==> src/design/rri_pkg.sv <==
// Shared types and constants of the ray/rectangle intersection unit.
`default_nettype none
package rri_pkg;

  localparam int FRAC_BITS   = 16;
  localparam int EPSILON_Q16 = 66;
  localparam int NUM_REGS    = 8;
  localparam int REG_IDX_W   = 3;
  localparam int ADDR_W      = REG_IDX_W + 3;
  localparam int DATA_W      = 64;
  localparam int LEN_W       = 63;
  localparam int Q_BITS      = 31;
  localparam int DEN_W       = 64;
  localparam int NUM_W       = 65 + FRAC_BITS;

  typedef enum logic [REG_IDX_W-1:0] {
    REG_CORNER_XY,
    REG_CORNER_Z_EDGE_A_X,
    REG_EDGE_A_YZ,
    REG_EDGE_B_XY,
    REG_EDGE_B_Z_NORMAL_X,
    REG_NORMAL_YZ,
    REG_EDGE_A_LEN_SQ,
    REG_EDGE_B_LEN_SQ
  } reg_idx_e;

  localparam logic [NUM_REGS-1:0][DATA_W-1:0] REG_RESET = {
    64'h0000_0004_0000_0000, 64'h0000_0004_0000_0000,
    64'h0001_0000_0000_0000, 64'h0000_0000_0000_0000,
    64'h0002_0000_0000_0000, 64'h0000_0000_0002_0000,
    64'hFFFF_0000_0000_0000, 64'hFFFF_0000_0000_0000
  };

  typedef struct packed {
    logic [2:0][31:0]  c;
    logic [2:0][31:0]  a;
    logic [2:0][31:0]  b;
    logic [2:0][31:0]  n;
    logic [LEN_W-1:0]  len_a;
    logic [LEN_W-1:0]  len_b;
  } cfg_t;

  typedef struct packed {
    logic [2:0][31:0] o;
    logic [2:0][31:0] d;
  } ray_t;

  typedef struct packed {
    ray_t             ray;
    logic             miss;
    logic [NUM_W-1:0] num;
    logic [DEN_W-1:0] den;
  } frac_t;

  typedef struct packed {
    ray_t              ray;
    logic              miss;
    logic [DEN_W-1:0]  den;
    logic [DEN_W-1:0]  rem;
    logic [Q_BITS-1:0] low;
    logic [Q_BITS-1:0] q;
  } div_t;

  typedef struct packed {
    ray_t              ray;
    logic              miss;
    logic [Q_BITS-1:0] t;
  } tval_t;

  typedef struct packed {
    logic              hit;
    logic [Q_BITS-1:0] distance;
    logic [2:0][31:0]  p;
  } res_t;

endpackage
`default_nettype wire

==> src/design/rri_regs.sv <==
// APB register file holding the rectangle geometry.
`default_nettype none
module rri_regs import rri_pkg::*; (
  input  wire logic              clk_i,
  input  wire logic              rst_ni,
  input  wire logic              psel,
  input  wire logic              penable,
  input  wire logic              pwrite,
  input  wire logic [ADDR_W-1:0] paddr,
  input  wire logic [DATA_W-1:0] pwdata,
  output logic      [DATA_W-1:0] prdata,
  output logic                   pready,
  output cfg_t                   cfg_o
);

  logic [NUM_REGS-1:0][DATA_W-1:0] regs_q;
  reg_idx_e                        idx;

  assign idx    = reg_idx_e'(paddr[ADDR_W-1:3]);
  assign pready = 1'b1;
  assign prdata = regs_q[idx];

  always_ff @(posedge clk_i or negedge rst_ni) begin
    if (!rst_ni) begin
      regs_q <= REG_RESET;
    end else if (psel && penable && pwrite) begin
      if (idx == REG_EDGE_A_LEN_SQ || idx == REG_EDGE_B_LEN_SQ) begin
        regs_q[idx] <= {1'b0, pwdata[LEN_W-1:0]};
      end else begin
        regs_q[idx] <= pwdata;
      end
    end
  end

  always_comb begin
    cfg_o.c[0]  = regs_q[REG_CORNER_XY][63:32];
    cfg_o.c[1]  = regs_q[REG_CORNER_XY][31:0];
    cfg_o.c[2]  = regs_q[REG_CORNER_Z_EDGE_A_X][63:32];
    cfg_o.a[0]  = regs_q[REG_CORNER_Z_EDGE_A_X][31:0];
    cfg_o.a[1]  = regs_q[REG_EDGE_A_YZ][63:32];
    cfg_o.a[2]  = regs_q[REG_EDGE_A_YZ][31:0];
    cfg_o.b[0]  = regs_q[REG_EDGE_B_XY][63:32];
    cfg_o.b[1]  = regs_q[REG_EDGE_B_XY][31:0];
    cfg_o.b[2]  = regs_q[REG_EDGE_B_Z_NORMAL_X][63:32];
    cfg_o.n[0]  = regs_q[REG_EDGE_B_Z_NORMAL_X][31:0];
    cfg_o.n[1]  = regs_q[REG_NORMAL_YZ][63:32];
    cfg_o.n[2]  = regs_q[REG_NORMAL_YZ][31:0];
    cfg_o.len_a = regs_q[REG_EDGE_A_LEN_SQ][LEN_W-1:0];
    cfg_o.len_b = regs_q[REG_EDGE_B_LEN_SQ][LEN_W-1:0];
  end

endmodule
`default_nettype wire

==> config.mk <==
export PLATFORM = sky130hd
export DESIGN_NAME = rri_regs
export DESIGN_NICKNAME = d
export VERILOG_FILES = /design/src/design/rri_pkg.sv /design/src/design/rri_regs.sv
export SDC_FILE = /design/constraint.sdc
export NUM_CORES = 1
export LEC_CHECK = 0
export ABC_AREA = 1
export BUFFER_PORTS_ARGS = -buffer_cell sky130_fd_sc_hd__buf_2
export CELL_PAD_IN_SITES_DETAIL_PLACEMENT = 1
export CELL_PAD_IN_SITES_GLOBAL_PLACEMENT = 1
export CORE_MARGIN = 2
export CORE_UTILIZATION = 35
export CTS_CLUSTER_SIZE = 40
export DETAILED_ROUTE_END_ITERATION = 7
export HOLD_SLACK_MARGIN = 0.1
export PLACE_DENSITY = 0.75
export RECOVER_POWER = 50
export SETUP_SLACK_MARGIN = 0.1
export SYNTH_ARGS = -nofsm -noshare
export SYNTH_HDL_FRONTEND = slang
export SYNTH_SLANG_ARGS = --single-unit
==> constraint.sdc <==
create_clock -name clk_i -period 1.2 [get_ports clk_i]
set_clock_uncertainty 0.05 [all_clocks]
set_input_delay 0.12 -clock clk_i [delete_from_list [all_inputs] [get_ports clk_i]]
set_output_delay 0.12 -clock clk_i [all_outputs]
set_load 0.01 [all_outputs]
==> results.yml, run 1 <==
clock_tree:
  number_of_clock_sinks_seen_by_cts: 512
  insertion_delay_ns: 0.61
  h-tree-depth: 2
  tritoncts: "yes"
  max-clock-path-buffers: 3
  cts.root.buffer_cell: "clkbuf_16"
  cts-buffers-inserted: 60
  clkSlewWorstSetupHoldPaths_ns: 0.07
final_layout:
  insertedDiodeCount: 0
  post_route_cells_drive_above_1_share: 0.369
  area_delta_synth_final_pct: 42.1
  final_core_utilization: 0.503
  final_design_area_no_fill_um2: 40500
  finish.net_count: 4607
floorplan:
  ports_placed_on_the_boundary: 650
  die_y_um: 289
  die_area_um2: 83800
  die_w_um: 289
  number_of_rows_in_the_core_area: 104
  fp.coreArea_um2: 80500
  initial_utilization: 0.354
pwr:
  power.density_cell_area_nw_per_um2: 1740
  vdd.ir_drop.worst_v: 0.00109
  total_power_mw: 70.5
  total_leakage_power_nw: 21.3
sta:
  layout_setup_ws_ns: -0.791
  fin_worst_hold_slack_ns: 0.108
  timing.final.crit_period_ns: 1.99
  grt_setup_unrepaired: "true"
  maxSlewHeadroom: 0.481
  max_slew.worst_pin.slew_ns: 0.778
  setup_total_neg_slack_ns: -206.00
  period_share: 1.66
  max_freq_mhz: 502
  drv_slew: 0
  hold_viol_final: 0
  final-setup-viol-count: 977
worst_hold_path:
  worstHoldStart: "penable"
  hold_class: "input port to flop"
synth:
  synthesis.instances: 3886
  yosys_register_bits: 512
  synth_fp_nets: 3961
  yosysMostFrequentCell: "nand2_1"
  synth_area_um2: 28500
  synthTopCellsByArea: "dfrtp_1, nand2_1, buf_4"
  distinct_cell_type_count_after_synthesis: 22
  syn_avg_cell_area_um2: 7.34
  synth_sequential_area_ratio: 0.451
  yosys-top-cells-count: "nand2_1, buf_4, dfrtp_1"
  synth.largest_area_cell: "dfrtp_1"
  synth_enable_flop_cells: 0
  synth_ff_type: "dfrtp_1"
  postSynth.asyncResetShare: 1.00
  synth_top_area_share: 0.417
  yosysWarnings: 0
global_routing:
  grt_use_total: 0.276
  antenna_found_initial: 1
  grt_pass1_wl_mm: 179
  grt_overflow: 0
  via_count_of_the_first_global_routing_pass: 29966
  grt_start_max_net_pins: 69
route:
  detail_route.first_pass.iterations: 5
  total_number_of_vias: 29529
  drc_violations: 0
  postRouteWirelength_mm: 135
  antenna_violating_nets_post_route: 0
  routedWlPerCell_um: 23.9
  routed_via_density: 5.24
  number_of_drc_markers_after_the_initial_detailed_route_iteration: 1859
placed_design:
  place.gp.congestion: 0.848
  portbufs: 645
  placement.cell_area_um2: 31100
  hpwlAfterDp_mm: 77.4
status:
  status: "finished with violations"
  failed_checks: "setup timing"
worst_setup_path:
  worstPathArrival_ns: 1.82
  timing.critical_path.required_ns: 1.03
  reg2reg_setup_slack_ns: -0.27
  worstPathMaxFanout: 2
  cp-end-kind: "output port"
  path_class: "flop to output port"
  setup.worst_path.start_class: "flop"
job:
  max_cap_viol_count: 0
## path summary, 6_finish.rpt
kind | cells after the start | end
setup / recovery | 7 | prdata[13]
hold / removal | 6 | cfg_o[509]$_DFFE_PN1P_
setup reg to reg | 2 | flop
hold reg to reg | 2 | flop
max in group asynchronous | 4 | asynchronous set/reset pin
min in group asynchronous | 3 | asynchronous set/reset pin
## repair_timing
| action | CTS | global route |
|---|---|---|
| setup buffers | 197 | 276 |
| endpoints found under the hold margin | 1023 | 4 |
| hold buffers | 68 | 1 |
| pin swaps | 136 | 150 |
| resized for setup | 789 | 460 |
| endpoints found under the setup margin | 574 | 905 |
## metal layers
metal | wire, um | up-vias | GRT usage
met5 | 13 | - | 0
met4 | 8170 | 2 | 0.127
met3 | 11500 | 510 | 0.0639
met2 | 65900 | 1434 | 0.476
met1 | 49100 | 14852 | 0.326
li1 | - | 12731 | -
## logic make-up (layout without fill, tap and decap cells)
logic type | after synthesis | count (layout) | share of synthesized area
and+or+nand+nor | 1811 | 1811 | 0.245
buffers and inverters | 1051 | 1744 | 0.214
DFF | 512 | 512 | 0.451
AOI/OAI and AO/OA | 511 | 511 | 0.0898
other | 1 | 1 | 0.000132
## final cells by class
type / instances / area (um^2)
clock inverters: 14 / 159
clock buffers: 95 / 1800
multi-input cells: 2323 / 10300
flip-flops and latches: 512 / 12900
repair buffers: 1311 / 12900
well taps: 1060 / 1330
fillers: 9585 / 40000
inverters: 324 / 1230
## power breakdown
part	switching [mW]	leakage [nW]	internal [mW]	total (mW)
sequential	3.07	6.39	20.9	24.0
combinational	13.8	14.0	13.9	27.7
clock	7.95	0.970	10.9	18.8
## placed cells by master, fill, tap and decap left out, drive strengths merged
master       count
dfstp           37
clkinv          11
nand2         1668
a21boi           1
bufinv           3
nand3          133
and2             1
nor2             9
dfrtp          475
dlygate4sd3     68
conb             1
buf           1237
clkbuf         101
inv            324
o21ai          510
## worst max-delay path, cell delays in order, from the launching register on
cell and delay (ns):
dfrtp_1 0.54, inv_1 0.14, nand2_1 0.11, nand3_2 0.07, nand2_1 0.08, nand2_1 0.06
nand2_2 0.10, buf_6 0.11
## metrics by stage
step	setup WS, ns	cells
floorplan	0.0720	3886
global placement	-0.241	5114
detailed placement	-0.296	5114
CTS	-0.691	5456
global route	-0.873	5639
finish	-0.791	5639
Note: power is estimated with default switching activity, not from simulation.
==> run 2: changes to the inputs <==
--- a/config.mk
+++ b/config.mk
@@ -10,12 +10,13 @@
 export CELL_PAD_IN_SITES_DETAIL_PLACEMENT = 1
 export CELL_PAD_IN_SITES_GLOBAL_PLACEMENT = 1
 export CORE_MARGIN = 2
-export CORE_UTILIZATION = 35
+export CORE_UTILIZATION = 38
 export CTS_CLUSTER_SIZE = 40
 export DETAILED_ROUTE_END_ITERATION = 7
 export HOLD_SLACK_MARGIN = 0.1
-export PLACE_DENSITY = 0.75
+export PLACE_DENSITY = 0.78
 export RECOVER_POWER = 50
+export REMOVE_ABC_BUFFERS = 1
 export SETUP_SLACK_MARGIN = 0.1
 export SYNTH_ARGS = -nofsm -noshare
 export SYNTH_HDL_FRONTEND = slang
==> constraint.sdc (replaced) <==
create_clock -name clk_i -period 1.9 [get_ports clk_i]
set_clock_uncertainty 0.05 [all_clocks]
set_input_delay 0.19 -clock clk_i [delete_from_list [all_inputs] [get_ports clk_i]]
set_output_delay 0.19 -clock clk_i [all_outputs]
set_load 0.01 [all_outputs]
==> results.yml, run 2 (synthesized netlist as in run 1, its figures left out) <==
global_routing:
  gr_layer_usage_met2: 0.480
  grt_overflow: 0
  grt_pass1_wl_mm: 167
  grt.met3_usage: 0.0423
  met1_usage: 0.339
  grt_use_total: 0.277
  antenna_found_initial: 0
  globalRoute.busiestLayer: "met2"
  grt_start_max_net_pins: 90
  via_count_of_the_first_global_routing_pass: 27626
worst_setup_path:
  path_class: "flop to output port"
  worstPathMaxFanout: 3
  worstPathArrival_ns: 1.69
  setup.worst_path.start_class: "flop"
  reg2reg_setup_slack_ns: 0.13
  timing.critical_path.to: "prdata[15]"
  cp-end-kind: "output port"
  timing.critical_path.required_ns: 1.66
  rr_worst_depth: 11
worst_hold_path:
  hold_class: "input port to flop"
route:
  routed_via_density: 5.09
  number_of_drc_markers_after_the_initial_detailed_route_iteration: 1698
  total_number_of_vias: 26917
  detail_route.first_pass.iterations: 5
  postRouteWirelength_mm: 112
  antenna_violating_nets_post_route: 0
  routedWlPerCell_um: 21.2
  drc_violations: 0
sta:
  max_freq_mhz: 517
  drv_slew: 0
  fin_worst_hold_slack_ns: 0.201
  max_slew.worst_pin.slew_ns: 1.27
  period_share: 1.02
  hold_viol_final: 0
  layout_setup_ws_ns: -0.0332
  maxSlewHeadroom: 0.153
  final-setup-viol-count: 2
  grt_setup_unrepaired: "true"
  timing.final.crit_period_ns: 1.93
final_layout:
  mostFrequentLayoutCells: "nand2_1, buf_2, dfrtp_1"
  most_common_cell_after_layout_fill_and_taps_aside: "nand2_1"
  area_delta_synth_final_pct: 20.7
  finish.net_count: 4349
  post_route_cells_drive_above_1_share: 0.285
floorplan:
  fp.coreArea_um2: 74300
  initial_utilization: 0.384
  ports_placed_on_the_boundary: 650
  number_of_rows_in_the_core_area: 100
  die_y_um: 278
  die_w_um: 278
  die_area_um2: 77200
pwr:
  power.density_cell_area_nw_per_um2: 1150
  vdd.ir_drop.worst_v: 0.000691
  total_leakage_power_nw: 19.0
  total_power_mw: 39.7
clock_tree:
  clkSlewWorstSetupHoldPaths_ns: 0.06
  h-tree-depth: 2
  tritoncts: "yes"
  cts.root.buffer_cell: "clkbuf_16"
  number_of_clock_sinks_seen_by_cts: 512
  insertion_delay_ns: 0.62
  max-clock-path-buffers: 3
  cts-buffers-inserted: 59
job:
  max_cap_viol_count: 0
placed_design:
  portbufs: 645
  hpwlAfterDp_mm: 70.6
  place.gp.congestion: 0.848
status:
  failed_checks: "setup timing"
  status: "finished with violations"
[run 2: report_power, final]
group          total (mW)  switching, mW  internal (mW)
Clock                13.0           4.96           8.07
Combinational        11.8           6.87           4.88
Sequential           14.9           1.73           13.2
[run 2: worst min path at each step]
stage | start | to | slack (ns) | cells past startpoint
global placement | rst_ni | asynchronous set/reset pin | 0.08 | 1
global route | paddr[3] | regs_q[511]$_DFFE_PN0P_ | 0.22 | 5
finish | pwrite | regs_q[511]$_DFFE_PN0P_ | 0.20 | 5
detailed placement | rst_ni | asynchronous set/reset pin | 0.08 | 1
CTS | pwrite | flop | 0.15 | 5
floorplan | rst_ni | asynchronous set/reset pin | -0.16 | 0
[run 2: metal layers]
| layer | vias to the layer above | share of wire |
|---|---|---|
| met2 | 958 | 0.49 |
| met4 | 0 | 0.052 |
| met5 | - | 0 |
| met3 | 326 | 0.053 |
| li1 | 12170 | - |
| met1 | 13463 | 0.40 |
[run 2: critical path: stages, from the launching register on]
cell     delay (ns)
dfrtp_1        0.40
nand2_1        0.10
nand2_1        0.09
nand2_1        0.06
nand2_1        0.11
nand2_1        0.09
nand2_1        0.10
buf_2          0.13
[run 2: metrics by stage]
stage	area [um^2]	TNS (ns)	utilization	cells	worst slack, ns
finish	34400	-0.0418	0.463	5293	-0.0332
global placement	29500	0	0.397	4864	0.193
detailed placement	29500	0	0.397	4864	0.152
floorplan	23600	-1293.40	-	3159	-4.25
global route	34400	-10.99	0.463	5292	-0.0936
CTS	33800	-0.176	0.455	5196	-0.0480
[run 2: layout make-up]
class / instances / area (um^2)
antenna: 1 / 2.50
clock buffer: 80 / 1760
clock inverter: 30 / 464
fill: 9289 / 39900
inverter: 324 / 1230
multi-input combinational: 2323 / 9870
sequential: 512 / 12900
tap: 969 / 1210
timing repair buffer: 1054 / 7030
[run 2: timing repair]
| action | CTS | global route |
|---|---|---|
| hold endpoints to repair | 994 | 0 |
| buffers inserted | 153 | 97 |
| endpoints found under the setup margin | 58 | 67 |
| gates resized for setup | 81 | 106 |
| hold buffers | 69 | 0 |
| pin swaps | 84 | 121 |
==> run 3: changes to the inputs <==
--- a/config.mk
+++ b/config.mk
@@ -10,11 +10,11 @@
 export CELL_PAD_IN_SITES_DETAIL_PLACEMENT = 1
 export CELL_PAD_IN_SITES_GLOBAL_PLACEMENT = 1
 export CORE_MARGIN = 2
-export CORE_UTILIZATION = 38
+export CORE_UTILIZATION = 39
 export CTS_CLUSTER_SIZE = 40
 export DETAILED_ROUTE_END_ITERATION = 7
 export HOLD_SLACK_MARGIN = 0.1
-export PLACE_DENSITY = 0.78
+export PLACE_DENSITY = 0.79
 export RECOVER_POWER = 50
 export REMOVE_ABC_BUFFERS = 1
 export SETUP_SLACK_MARGIN = 0.1
==> results.yml, run 3 (synthesized netlist as in run 1, its figures left out) <==
status:
  status: "finished with violations"
  failed_checks: "setup timing"
global_routing:
  grt_overflow: 0
  grt_start_max_net_pins: 82
  grt_pass1_wl_mm: 169
  antenna_found_initial: 2
  via_count_of_the_first_global_routing_pass: 27839
  grt_use_total: 0.293
placed_design:
  place.gp.congestion: 0.883
  hpwlAfterDp_mm: 72.2
  portbufs: 645
floorplan:
  initial_utilization: 0.392
  ports_placed_on_the_boundary: 650
  die_y_um: 274
  number_of_rows_in_the_core_area: 99
  fp.coreArea_um2: 72700
  die_w_um: 274
  die_area_um2: 75300
worst_setup_path:
  critical-path-max-stage-delay_ns: 0.52
  worstPathMaxFanout: 60
  timing.critical_path.required_ns: 2.35
  crit_path_frequent_cell: "nand2_1"
  setup.worst_path.start_class: "input port"
  crit_path_start: "penable"
  cp_slowest_cell: "dlygate4sd3_1"
  worstPathArrival_ns: 2.41
  path_class: "input port to flop"
  cp_cell_sequence: "dlygate4sd3_1 -> clkbuf_1 -> nand2_1 -> nor2_1 -> buf_12 -> nand2_1 -> clkbuf_4 -> o21ai_0"
  cp-end-kind: "flop"
  reg2reg_setup_slack_ns: 0.82
  rr_worst_depth: 4
sta:
  final-setup-viol-count: 7
  layout_setup_ws_ns: -0.0588
  grt_setup_unrepaired: "true"
  max_slew.worst_pin.slew_ns: 1.10
  timing.final.crit_period_ns: 1.96
  maxSlewHeadroom: 0.268
  fin_worst_hold_slack_ns: 0.137
  max_freq_mhz: 511
  hold_viol_final: 0
  drv_slew: 0
  period_share: 1.03
pwr:
  vdd.ir_drop.worst_v: 0.000995
  power.density_cell_area_nw_per_um2: 1150
  total_power_mw: 39.3
  total_leakage_power_nw: 19.0
clock_tree:
  cts.root.buffer_cell: "clkbuf_16"
  cts-buffers-inserted: 58
  max-clock-path-buffers: 3
  insertion_delay_ns: 0.62
  h-tree-depth: 2
  number_of_clock_sinks_seen_by_cts: 512
  tritoncts: "yes"
  clkSlewWorstSetupHoldPaths_ns: 0.06
final_layout:
  most_common_cell_after_layout_fill_and_taps_aside: "nand2_1"
  mostFrequentLayoutCells: "nand2_1, buf_2, dfrtp_1"
  final_core_utilization: 0.472
  post_route_cells_drive_above_1_share: 0.308
  area_delta_synth_final_pct: 20.3
  finish.net_count: 4355
job:
  max_cap_viol_count: 0
route:
  routedWlPerCell_um: 22.3
  number_of_drc_markers_after_the_initial_detailed_route_iteration: 1721
  detail_route.first_pass.iterations: 5
  postRouteWirelength_mm: 118
  antenna_violating_nets_post_route: 0
  routed_via_density: 5.16
  total_number_of_vias: 27303
  drc_violations: 0
worst_hold_path:
  hold_class: "input port to flop"
  worstHoldPathCells: 5
  worstHoldStart: "psel"
  worst_hold_path.endpoint: "regs_q[511]$_DFFE_PN0P_"
[run 3: cell count changes in the layout (fill, tap and decap cells not counted), sizes merged]
cell          previous run  this run
bufinv                  12         9
clkbuf                 163       107
inv                    324       325
dlygate4sd3             68        67
dlymetal6s4s             1         0
buf                    902       966
[run 3: layer usage]
| layer | GRT usage | vias up | share of wire |
|---|---|---|---|
| li1 | - | 12180 | - |
| met1 | 0.357 | 13561 | 0.39 |
| met2 | 0.500 | 1176 | 0.49 |
| met3 | 0.0524 | 386 | 0.064 |
| met4 | 0.144 | 0 | 0.058 |
| met5 | 0 | - | 0 |
[run 3: per-stage QoR]
step	TNS, ns	instances	setup slack (ns)	cell area [um^2]
floorplan	-1293.40	3159	-4.25	23600
global placement	0	4861	0.197	29500
detailed placement	0	4861	0.174	29500
CTS	-0.343	5190	-0.0535	33600
global route	-10.39	5287	-0.132	34300
finish	-0.134	5287	-0.0588	34300
[run 3: report_power, final]
group	internal, mW	switching (mW)
Combinational	4.95	7.15
Sequential	13.2	1.65
Clock	7.43	4.95
[run 3: how the worst max path moves through the flow]
| stage | depth (start not counted) | endpoint | slack [ns] |
|---|---|---|---|
| 6_report | 8 | flop | -0.06 |
| 3_5_place_dp | 7 | flop | 0.17 |
| 4_1_cts | 7 | prdata[50] | -0.05 |
| 3_3_place_gp | 10 | prdata[22] | 0.20 |
| 2_1_floorplan | 4 | flop | -4.25 |
| 5_1_grt | 8 | flop | -0.13 |
[run 3: final cells by class]
cell class                      count  area [um^2]
Antenna cell                        1         2.50
Fill cell                        9111        38400
Inverter                          324         1230
Clock inverter                     28          383
Clock buffer                       79         1690
Multi-Input combinational cell   2323         9950
Sequential cell                   512        12900
Timing Repair Buffer             1061         6970
Tap cell                          959         1200
[run 3: timing repair]
action | CTS | global route
resized for setup | 86 | 153
pin swaps | 74 | 141
setup endpoints to repair | 59 | 64
hold endpoints to repair | 955 | 0
setup buffers | 154 | 96
hold buffers | 68 | 0
[run 3: worst max-delay path: cells and delay by family]
family                 cells  cell delay, ns
AO/OA/AOI/OAI              1            0.47
buffers and inverters      4            1.37
AND/OR/NAND/NOR            3            0.33
